$ cat src/rtl/mpct_pkg.sv
`default_nettype none
package mpct_pkg;

	// Payload types
	typedef logic [7:0] byte_t;
	typedef logic [8:0] coord_t;

	// Header bit positions
	localparam int unsigned HDR_LEFT_BIT    = 0;
	localparam int unsigned HDR_RIGHT_BIT   = 1;
	localparam int unsigned HDR_ALWAYS1_BIT = 3;
	localparam int unsigned HDR_XSIGN_BIT   = 4;
	localparam int unsigned HDR_YSIGN_BIT   = 5;

	// Register indexes (word address bit 2)
	localparam logic REG_MAX_X = 1'b0;
	localparam logic REG_MAX_Y = 1'b1;

	// Reset values
	localparam coord_t MAX_X_RESET = 9'd319;
	localparam coord_t MAX_Y_RESET = 9'd199;
	localparam coord_t POS_X_RESET = 9'd160;
	localparam coord_t POS_Y_RESET = 9'd100;

	// Packet framing phase
	typedef enum logic [1:0] {
		PH_HEADER = 2'd0,
		PH_X      = 2'd1,
		PH_Y      = 2'd2
	} phase_t;

endpackage
`default_nettype wire

$ cat src/rtl/mpct_byte_if.sv
`default_nettype none
interface mpct_byte_if import mpct_pkg::*; ();
	logic  valid;
	logic  ready;
	byte_t rx_byte;

	modport source (output valid, output rx_byte, input ready);
	modport sink (input valid, input rx_byte, output ready);
endinterface
`default_nettype wire

$ cat src/rtl/mpct_cursor_if.sv
`default_nettype none
interface mpct_cursor_if import mpct_pkg::*; ();
	logic   valid;
	logic   ready;
	coord_t x_pos;
	coord_t y_pos;
	logic   left_down;
	logic   right_down;

	modport source (output valid, output x_pos, output y_pos,
		output left_down, output right_down, input ready);
	modport sink (input valid, input x_pos, input y_pos,
		input left_down, input right_down, output ready);
endinterface
`default_nettype wire

$ cat src/rtl/mouse_packet_cursor_tracker.sv
// PS/2 mouse packet decoder with cursor tracking.
// The mouse channel takes one received byte per word; bytes are framed into
// packets of header, X movement and Y movement. A header word without its
// always-one bit is dropped to regain framing. After each Y byte one word
// goes out on the cursor channel with the clamped position and the left and
// right button levels from that packet's header.
// Each byte passes an input register and one stage of update logic into the
// output register; a result word is written there once its Y byte in the input
// register can advance. One byte is taken every cycle unless a Y byte waits for
// the output register to be freed.
// The APB port holds max_x at address 0 and max_y at address 4; write them
// only while no byte is in flight.
// Reset returns framing to the header phase, the cursor to (160, 100), and
// the limits to 319 and 199. While the cursor receiver stalls, the output
// word holds; header and X bytes still advance, and the mouse channel stalls
// once the next packet's Y byte waits in the input register.
`default_nettype none
module mouse_packet_cursor_tracker import mpct_pkg::*; (
	input  wire logic        clk,
	input  wire logic        arst_n,
	input  wire logic        psel,
	input  wire logic        penable,
	input  wire logic        pwrite,
	input  wire logic [2:0]  paddr,
	input  wire logic [31:0] pwdata,
	output logic      [31:0] prdata,
	output logic             pready,
	mpct_byte_if.sink        mouse,
	mpct_cursor_if.source    cursor
);

	coord_t        max_x_q;
	coord_t        max_y_q;
	logic          valid_s1;
	byte_t         byte_s1;
	phase_t        phase_q;
	phase_t        phase_d;
	byte_t         hdr_q;
	byte_t         xdel_q;
	coord_t        pos_x_q;
	coord_t        pos_y_q;
	logic          out_valid_q;
	coord_t        out_x_q;
	coord_t        out_y_q;
	logic          out_left_q;
	logic          out_right_q;
	logic          out_free;
	logic          done;
	logic          adv;
	logic          load_hdr;
	logic          load_x;
	logic signed [10:0] dx;
	logic signed [10:0] dy;
	logic signed [10:0] nx;
	logic signed [10:0] ny;
	coord_t        cx;
	coord_t        cy;

	// Configuration registers
	assign pready = 1'b1;

	always_ff @(posedge clk or negedge arst_n) begin
		if (!arst_n) begin
			max_x_q <= MAX_X_RESET;
			max_y_q <= MAX_Y_RESET;
		end else if (psel && penable && pwrite) begin
			case (paddr[2])
				REG_MAX_X: max_x_q <= pwdata[8:0];
				REG_MAX_Y: max_y_q <= pwdata[8:0];
				default: ;
			endcase
		end
	end

	always_comb begin
		case (paddr[2])
			REG_MAX_X: prdata = {23'd0, max_x_q};
			REG_MAX_Y: prdata = {23'd0, max_y_q};
			default:   prdata = 32'd0;
		endcase
	end

	// Handshake: advance the input stage unless a result has nowhere to go
	assign out_free   = !out_valid_q || cursor.ready;
	assign done       = valid_s1 && (phase_q == PH_Y);
	assign adv        = valid_s1 && (!done || out_free);
	assign mouse.ready = !valid_s1 || adv;

	// Input register
	always_ff @(posedge clk or negedge arst_n) begin
		if (!arst_n) begin
			valid_s1 <= 1'b0;
		end else if (mouse.ready) begin
			valid_s1 <= mouse.valid;
		end
	end

	always_ff @(posedge clk) begin
		if (mouse.valid && mouse.ready) begin
			byte_s1 <= mouse.rx_byte;
		end
	end

	// Next framing phase
	always_comb begin
		case (phase_q)
			PH_HEADER: phase_d = byte_s1[HDR_ALWAYS1_BIT] ? PH_X : PH_HEADER;
			PH_X:      phase_d = PH_Y;
			PH_Y:      phase_d = PH_HEADER;
			default:   phase_d = byte_s1[HDR_ALWAYS1_BIT] ? PH_X : PH_HEADER;
		endcase
	end

	// Phase outputs: which byte register to load
	always_comb begin
		load_hdr = 1'b0;
		load_x   = 1'b0;
		case (phase_q)
			PH_X:    load_x = adv;
			PH_Y:    ;
			default: load_hdr = adv && byte_s1[HDR_ALWAYS1_BIT];
		endcase
	end

	// Move and clamp the cursor
	always_comb begin
		dx = {{3{hdr_q[HDR_XSIGN_BIT]}}, xdel_q};
		dy = {{3{hdr_q[HDR_YSIGN_BIT]}}, byte_s1};
		nx = $signed({2'b00, pos_x_q}) + dx;
		ny = $signed({2'b00, pos_y_q}) - dy;
		if (nx[10]) begin
			cx = '0;
		end else if (nx[9:0] > {1'b0, max_x_q}) begin
			cx = max_x_q;
		end else begin
			cx = nx[8:0];
		end
		if (ny[10]) begin
			cy = '0;
		end else if (ny[9:0] > {1'b0, max_y_q}) begin
			cy = max_y_q;
		end else begin
			cy = ny[8:0];
		end
	end

	// Framing state and position
	always_ff @(posedge clk or negedge arst_n) begin
		if (!arst_n) begin
			phase_q <= PH_HEADER;
			hdr_q   <= '0;
			xdel_q  <= '0;
			pos_x_q <= POS_X_RESET;
			pos_y_q <= POS_Y_RESET;
		end else if (adv) begin
			phase_q <= phase_d;
			if (load_hdr) begin
				hdr_q <= byte_s1;
			end
			if (load_x) begin
				xdel_q <= byte_s1;
			end
			if (done) begin
				pos_x_q <= cx;
				pos_y_q <= cy;
			end
		end
	end

	// Output register: hold the word until taken
	always_ff @(posedge clk or negedge arst_n) begin
		if (!arst_n) begin
			out_valid_q <= 1'b0;
		end else if (adv && done) begin
			out_valid_q <= 1'b1;
		end else if (cursor.ready) begin
			out_valid_q <= 1'b0;
		end
	end

	always_ff @(posedge clk) begin
		if (adv && done) begin
			out_x_q     <= cx;
			out_y_q     <= cy;
			out_left_q  <= hdr_q[HDR_LEFT_BIT];
			out_right_q <= hdr_q[HDR_RIGHT_BIT];
		end
	end

	assign cursor.valid      = out_valid_q;
	assign cursor.x_pos      = out_x_q;
	assign cursor.y_pos      = out_y_q;
	assign cursor.left_down  = out_left_q;
	assign cursor.right_down = out_right_q;

endmodule
`default_nettype wire

$ cat src/flat_wrapper.sv
// flat-port wrapper written by rule: the top's interface ports become plain ports
module mouse_packet_cursor_tracker_flat import mpct_pkg::*;
  (clk, arst_n, psel, penable, pwrite, paddr, pwdata, prdata, pready, mouse_valid, mouse_rx_byte, mouse_ready, cursor_valid, cursor_x_pos, cursor_y_pos, cursor_left_down, cursor_right_down, cursor_ready);
  mpct_byte_if mouse_i ();
  mpct_cursor_if cursor_i ();
  input  wire logic clk;
  input  wire logic arst_n;
  input  wire logic psel;
  input  wire logic penable;
  input  wire logic pwrite;
  input  wire logic [2:0] paddr;
  input  wire logic [31:0] pwdata;
  output logic      [31:0] prdata;
  output logic pready;
  input wire logic [$bits(mouse_i.valid)-1:0] mouse_valid;
  input wire logic [$bits(mouse_i.rx_byte)-1:0] mouse_rx_byte;
  output wire logic [$bits(mouse_i.ready)-1:0] mouse_ready;
  output wire logic [$bits(cursor_i.valid)-1:0] cursor_valid;
  output wire logic [$bits(cursor_i.x_pos)-1:0] cursor_x_pos;
  output wire logic [$bits(cursor_i.y_pos)-1:0] cursor_y_pos;
  output wire logic [$bits(cursor_i.left_down)-1:0] cursor_left_down;
  output wire logic [$bits(cursor_i.right_down)-1:0] cursor_right_down;
  input wire logic [$bits(cursor_i.ready)-1:0] cursor_ready;
  assign mouse_i.valid = mouse_valid;
  assign mouse_i.rx_byte = mouse_rx_byte;
  assign mouse_ready = mouse_i.ready;
  assign cursor_valid = cursor_i.valid;
  assign cursor_x_pos = cursor_i.x_pos;
  assign cursor_y_pos = cursor_i.y_pos;
  assign cursor_left_down = cursor_i.left_down;
  assign cursor_right_down = cursor_i.right_down;
  assign cursor_i.ready = cursor_ready;
  mouse_packet_cursor_tracker u_core (.clk(clk), .arst_n(arst_n), .psel(psel), .penable(penable), .pwrite(pwrite), .paddr(paddr), .pwdata(pwdata), .prdata(prdata), .pready(pready), .mouse(mouse_i), .cursor(cursor_i));
endmodule
$ cat config.mk
export PLATFORM = sky130hd
export DESIGN_NAME = mouse_packet_cursor_tracker_flat
export DESIGN_NICKNAME = d
export VERILOG_FILES = /design/src/rtl/mpct_pkg.sv /design/src/rtl/mpct_byte_if.sv /design/src/rtl/mpct_cursor_if.sv /design/src/rtl/mouse_packet_cursor_tracker.sv /design/src/flat_wrapper.sv
export SDC_FILE = /design/constraint.sdc
export NUM_CORES = 1
export LEC_CHECK = 0
export ABC_AREA = 0
export BUFFER_PORTS_ARGS = -buffer_cell sky130_fd_sc_hd__buf_2
export CAP_MARGIN = 20
export CELL_PAD_IN_SITES_DETAIL_PLACEMENT = 1
export CELL_PAD_IN_SITES_GLOBAL_PLACEMENT = 2
export CORE_UTILIZATION = 37
export CTS_CLUSTER_SIZE = 14
export DETAILED_ROUTE_END_ITERATION = 7
export PLACE_DENSITY = 0.95
export SLEW_MARGIN = 40
export SYNTH_ARGS = -nofsm -noshare
export SYNTH_HDL_FRONTEND = slang
export SYNTH_SLANG_ARGS = --single-unit
$ cat constraint.sdc
create_clock -name clk -period 9.55 [get_ports clk]
set_input_delay 1.91 -clock clk [delete_from_list [all_inputs] [get_ports clk]]
set_output_delay 1.91 -clock clk [all_outputs]
set_load 0.02 [all_outputs]
==> results.md, run 1 <==
- Sequential fraction of the synthesis area: 43.6%
- Adder-Cell Fraction of Synth Area: 10.9%
- Area grow syn2layout: 13.7%
- PD cells: 392 nW/um^2
- Crit end category: primary output
- Routed vias/inst: 5.40
- Overflow after GRT: 0
- Post-CTS sizing: 0
- Final hold vios: 0
- Peak supply drop: 218 uV
- Final Setup Violations: 0
- Clk_lat worst skew: 0.35 ns
- Worst path cell trace: buf_2 > mux2_2 > buf_2
- Syn Area/Cell: 10.1 um^2
- Critical Path Slowest Stage Cell: mux2_2
- Asr flop ratio synth: 65.0%
- Worst hold endpoint: u_core.cursor.right_down$_DFFE_PP_
- Initial Util: 38.7%
- Rows: 41
- Multiplexer area fraction after synthesis: 6.79%
- Synth Area in Compound Gates: 14.9%
- Ys Warns: 0
- Critical path's largest stage delay: 0.38 ns
- Maximum clock frequency: 0.215 GHz
- CP Buf/Inv Count: 2
- CTS max path bufs: 2
- Post-synth EDFFs: 28
- Unrepaired setup endpoints after global routing: no
- Die Span X: 118 um
- Post-CTS setup buffers: 0
- Sum of net half-perimeters after detailed placement: 10.0 mm
- Hold_sp: u_core.hdr_q[1]$_DFFE_PN0P_
- Nets: 639
- # DRC: 0
- Most common cell after layout, fill and taps aside: buf_2
- Synth Area in Simple Gates: 13.6%
- CP required: 7.64 ns
- Crit Path Class: in -> out
- Post-Syn Instances: 493
- Top post-synthesis cells by area: dfrtp_1, edfxtp_1, ha_1
- Max Fanout on Critical Path: 19
- First-pass GRT wire length: 21.4 mm
- Share of layout cells above drive strength 1: 21.7%
- Die H: 118 um
- Status: finished clean
- Initial antenna violation count: 0
- Hold path depth: 0
- XOR/XNOR Fraction of Synth Area: 1.77%
- Crit path top cell by count: buf_2
- Vias in the first global route: 4143
- H-tree depth: 3
- I/O pin total: 105
- Clk sink count: 80
- Ant. Diodes: 0
- Post-place instance area: 5320 um^2
- Number of I/O port buffers: 55
- CTS tree: built
- Minimum clock period: 4.65 ns
- Largest family of logic cells by synthesized area: compound AO/OA/AOI/OAI gates
- Leak Pwr: 2.56 nW
- Largest net degree at the start of global routing: 53
- Worst path arrival time: 2.74 ns
- Pre-CTS setup slack: 4.91 ns
- RR Startpoint: u_core.byte_s1[0]$_DFFE_PP_
- Die area: 13900 um^2
- Unique masters post-synth: 63
- First-pass detailed-route iteration total: 4
- Top_reg_cell synth: dfrtp_1
- Yosys reg bits: 80
- TNS Setup: 0 ns
- R2R Setup Slk: 5.54 ns
- Slew Viols, Final: 0
- Total Wirelength: 13.2 mm
- Core Box Area: 12800 um^2
- Placer congestion estimate: 0.834
- CTS root buf: clkbuf_16
- Clock Pin Slew Worst Setup and Hold Paths: 0.06 ns
- Synthesized cell area: 4960 um^2
- Worst min-delay path class: reg -> reg
- Finished Cell Area: 5640 um^2
- CP delay by family, top: buffers and inverters
- Reg2Reg Depth: 13
- Final Cycle Share: 48.7%
- Yosys top cell area share: 17.7%
- Reg2reg end: u_core.pos_y_q[7]$_DFFE_PN0P_
- Commonest cells after routing, fill and taps aside: buf_2, nand2_1, inv_1
- Critical path launch point type: primary input
- Drt wl/cell: 18.2 um
- Max cap viols: 0
- CTS buffer count: 9
- Worst Setup Slack, final: 4.90 ns
- Dominant cell type by area after synthesis: dfrtp_1
- Slew margin rel.: 54.0%
- Clock Skew: 0.0123 ns
- Routed via count: 3911
- Iteration-0 DRC Markers: 163
- Routed Antenna Nets: 0
- # hold bufs at CTS: 0
- Actual slew at the worst max-slew pin: 0.690 ns
- GRT Util Overall: 20.0%
## metal layers
metal / global-route usage [%] / routed length, um / vias to the layer above
met1: 23.5 / 5650 / 1951
li1: - / - / 1842
met2: 35.3 / 6720 / 92
met4: 7.13 / 262 / 0
met5: 0 / 0 / -
met3: 4.55 / 551 / 26
## where the power goes
group	leakage, nW	internal, mW	switching (mW)
registers	0.883	0.500	0.0815
clock network	0.159	0.223	0.143
logic	1.52	0.479	0.787
total	2.56	1.20	1.01
## synthesized netlist by cell type, types with 3 or more instances
cell type,n
xnor2_1,9
o21ai_0,26
dfrtp_1,35
a21oi_1,23
o21ai_1,14
a211oi_1,3
nand2b_1,5
o211ai_1,9
nor2_1,17
nor3_1,9
or3_1,5
o22ai_1,3
nand4_1,6
clkbuf_1,8
edfxtp_1,28
inv_1,41
nor2b_1,7
o2111ai_1,6
mux2i_1,10
a21o_1,4
nand2_1,48
dfstp_2,17
mux2_2,21
o41ai_1,4
ha_1,40
or4_1,3
buf_2,4
nand3_1,19
buf_4,25
## state kept, by name, indices dropped and copies added, names as in the netlist
signal                    flops
u_core.cursor.x_pos           9
u_core.cursor.y_pos           9
u_core.max_x_q                9
u_core.max_y_q                9
u_core.pos_x_q                9
u_core.pos_y_q                9
u_core.byte_s1                8
u_core.xdel_q                 8
u_core.hdr_q                  4
u_core.phase_q                2
u_core.cursor.left_down       1
u_core.cursor.right_down      1
u_core.cursor.valid           1
u_core.valid_s1               1
## logic make-up (layout without fill, tap and decap cells)
| family | count (synthesis) | count (layout) |
|---|---|---|
| simple gates | 135 | 135 |
| compound gates | 113 | 113 |
| flops | 80 | 80 |
| buf+inv | 80 | 117 |
| fa+ha+maj | 42 | 42 |
| mux | 31 | 31 |
| xor+xnor | 10 | 10 |
| other cells | 2 | 24 |
## how the worst max path moves through the flow
stage,startpoint,end,slack [ns],cells after the start
6_report,paddr[2],prdata[0],4.90,3
5_1_grt,paddr[2],prdata[0],4.89,3
4_1_cts,paddr[2],prdata[0],4.91,3
3_5_place_dp,paddr[2],prdata[0],4.91,3
3_3_place_gp,paddr[2],prdata[0],4.95,3
2_1_floorplan,paddr[2],prdata[5],4.86,3
## worst register-to-register path, cell delays in order (launching register included)
cell and delay (ns):
edfxtp_1 0.46, ha_1 0.23, inv_1 0.06, fa_1 0.44
a211oi_1 0.33, o21ai_0 0.15, a21oi_1 0.19, xnor2_1 0.24
ha_1 0.33, nand4_1 0.08, a21boi_0 0.31, a32o_1 0.52
nor3_1 0.15, o41ai_1 0.39
## cell type report
class	instances	area [um^2]
timing repair buffer	59	303
fill	1492	7190
tap	172	215
clock inverter	2	17.5
clock buffer	14	307
multi-input combinational	355	2480
sequential	80	2160
inverter	42	158
## through the flow
step	hold WS [ns]	utilization [%]	power, mW	cells
after global routing	0.476	44.0	2.38	724
after detailed placement	0.438	41.4	1.84	708
final	0.456	44.0	2.21	724
after CTS	0.452	44.0	2.22	724
after floorplan	0.419	-	1.52	515
after global placement	0.430	41.4	1.75	707
Note: power is estimated with default switching activity, not from simulation.
==> run 2: changes to the inputs <==
--- a/config.mk
+++ b/config.mk
@@ -10,10 +10,10 @@
 export CAP_MARGIN = 20
 export CELL_PAD_IN_SITES_DETAIL_PLACEMENT = 1
 export CELL_PAD_IN_SITES_GLOBAL_PLACEMENT = 2
-export CORE_UTILIZATION = 37
+export CORE_UTILIZATION = 34
 export CTS_CLUSTER_SIZE = 14
 export DETAILED_ROUTE_END_ITERATION = 7
-export PLACE_DENSITY = 0.95
+export PLACE_DENSITY = 0.9
 export SLEW_MARGIN = 40
 export SYNTH_ARGS = -nofsm -noshare
 export SYNTH_HDL_FRONTEND = slang
==> constraint.sdc (replaced) <==
create_clock -name clk -period 4.5 [get_ports clk]
set_input_delay 0.9 -clock clk [delete_from_list [all_inputs] [get_ports clk]]
set_output_delay 0.9 -clock clk [all_outputs]
set_load 0.02 [all_outputs]
==> run 2 against run 1 <==
Total power increased by 110%. Utilization decreased by 3.8 points. Critical endpoint is now u_core.cursor.x_pos[1]$_DFFE_PP_. Final area about the same. Global-route usage decreased by 1.4 points. Clock-buffer cell count decreased by 4.
==> results.md, run 2 (synthesized netlist as in run 1, its figures left out) <==
- Worst setup path startpoint: u_core.xdel_q[0]$_DFFE_PN0P_
- Clock Skew: 0.00944 ns
- Clk sink count: 80
- Initial antenna violation count: 0
- CP required: 4.59 ns
- Total Wirelength: 13.0 mm
- Crit Path Class: reg -> reg
- RR Startpoint: u_core.xdel_q[0]$_DFFE_PN0P_
- Status: finished clean
- CTS max path bufs: 2
- Initial Util: 35.3%
- Worst path arrival time: 3.95 ns
- Critical path launch point type: flip-flop
- Hold_sp: u_core.pos_x_q[5]$_DFFE_PN1P_
- Placer congestion estimate: 0.858
- Crit end category: flip-flop
- Worst min-delay path class: reg -> reg
- Clk_lat worst skew: 0.35 ns
- Leak Pwr: 2.56 nW
- Routed via count: 3840
- Unrepaired setup endpoints after global routing: no
- Peak supply drop: 300 uV
- Core Box Area: 14000 um^2
- CTS root buf: clkbuf_16
- Clock Pin Slew Worst Setup and Hold Paths: 0.06 ns
- Drt wl/cell: 17.8 um
- CTS buffer count: 9
- Die H: 123 um
- TNS Setup: 0 ns
- Hold path depth: 2
- Maximum clock frequency: 0.259 GHz
- Largest net degree at the start of global routing: 34
- Post-CTS sizing: 0
- Nets: 639
- Final hold vios: 0
- First-pass GRT wire length: 20.9 mm
- Actual slew at the worst max-slew pin: 0.638 ns
- Final Cycle Share: 85.6%
- Die area: 15100 um^2
- Share of layout cells above drive strength 1: 21.9%
- Slew margin rel.: 57.4%
- Number of I/O port buffers: 55
- Reg2Reg Depth: 14
- # DRC: 0
- Max cap viols: 0
- Worst hold endpoint: u_core.pos_x_q[5]$_DFFE_PN1P_
- H-tree depth: 3
- Iteration-0 DRC Markers: 165
- Area grow syn2layout: 13.8%
- Ant. Diodes: 0
- Max Fanout on Critical Path: 9
- Rows: 43
- Minimum clock period: 3.85 ns
- Vias in the first global route: 4096
- Sum of net half-perimeters after detailed placement: 9.90 mm
- Routed vias/inst: 5.25
- Slew Viols, Final: 0
- R2R Setup Slk: 0.65 ns
- # hold bufs at CTS: 0
- Overflow after GRT: 0
- I/O pin total: 105
- Reg2reg end: u_core.cursor.x_pos[1]$_DFFE_PP_
- PD cells: 829 nW/um^2
- Final Setup Violations: 0
- Most common cell after layout, fill and taps aside: buf_2
- Die Span X: 123 um
- First-pass detailed-route iteration total: 4
- Hold Slack: 0.476 ns
- GRT Util Overall: 18.5%
- Routed Antenna Nets: 0
- CTS tree: built
- Post-CTS setup buffers: 0
- Commonest cells after routing, fill and taps aside: buf_2, nand2_1, inv_1
-- run 2: cell types whose count changed in the layout (fill, tap and decap cells not counted), sizes merged --
cell | previous run | this run
clkinvlp | 0 | 1
inv | 41 | 42
bufinv | 0 | 1
clkbuf | 14 | 10
clkinv | 3 | 4
-- run 2: cell type report --
class | instances | area [um^2]
clock buffer | 10 | 250
tap | 180 | 225
fill | 1618 | 8400
timing repair buffer | 59 | 305
clock inverter | 6 | 65.1
inverter | 42 | 158
sequential | 80 | 2160
multi-input combinational | 355 | 2480
-- run 2: critical path: stages, from the launching register on --
cell      delay [ns]
dfrtp_1         0.41
ha_1            0.21
inv_1           0.07
fa_1            0.21
nor2b_1         0.08
o31a_1          0.33
or4b_2          0.64
nand4_1         0.14
ha_1            0.16
nand3_1         0.10
o211ai_1        0.12
nor3_1          0.08
o211ai_2        0.55
mux2i_1         0.44
nor2_1          0.08
-- run 2: worst max-delay path by stage --
| stage | cells past startpoint | slack [ns] | to |
|---|---|---|---|
| floorplan | 13 | 1.33 | u_core.cursor.x_pos[8]$_DFFE_PP_ |
| global placement | 13 | 0.72 | u_core.pos_y_q[2]$_DFFE_PN1P_ |
| detailed placement | 12 | 0.67 | u_core.cursor.x_pos[2]$_DFFE_PP_ |
| CTS | 14 | 0.65 | u_core.cursor.x_pos[1]$_DFFE_PP_ |
| global route | 14 | 0.39 | u_core.cursor.x_pos[1]$_DFFE_PP_ |
| finish | 14 | 0.65 | u_core.cursor.x_pos[1]$_DFFE_PP_ |
-- run 2: metal layers --
metal | GRT usage, % | wire length, um
met1 | 22.7 | 5640
met2 | 31.7 | 6560
met3 | 4.41 | 626
met4 | 6.40 | 183
met5 | 0 | 0
-- run 2: where the power goes --
part	switching [mW]	internal, mW	total [mW]
sequential	0.174	1.06	1.24
combinational	1.64	1.02	2.66
clock	0.315	0.464	0.779
-- run 2: per-stage QoR --
stage / setup slack, ns / std cells / area, um^2 / power (mW) / utilization (%)
2_1_floorplan: 1.33 / 515 / 5040 / 3.22 / -
3_3_place_gp: 0.718 / 716 / 5320 / 3.75 / 37.9
3_5_place_dp: 0.666 / 716 / 5330 / 3.88 / 37.9
4_1_cts: 0.654 / 732 / 5640 / 4.70 / 40.2
5_1_grt: 0.387 / 732 / 5640 / 5.06 / 40.2
6_report: 0.646 / 732 / 5640 / 4.68 / 40.2
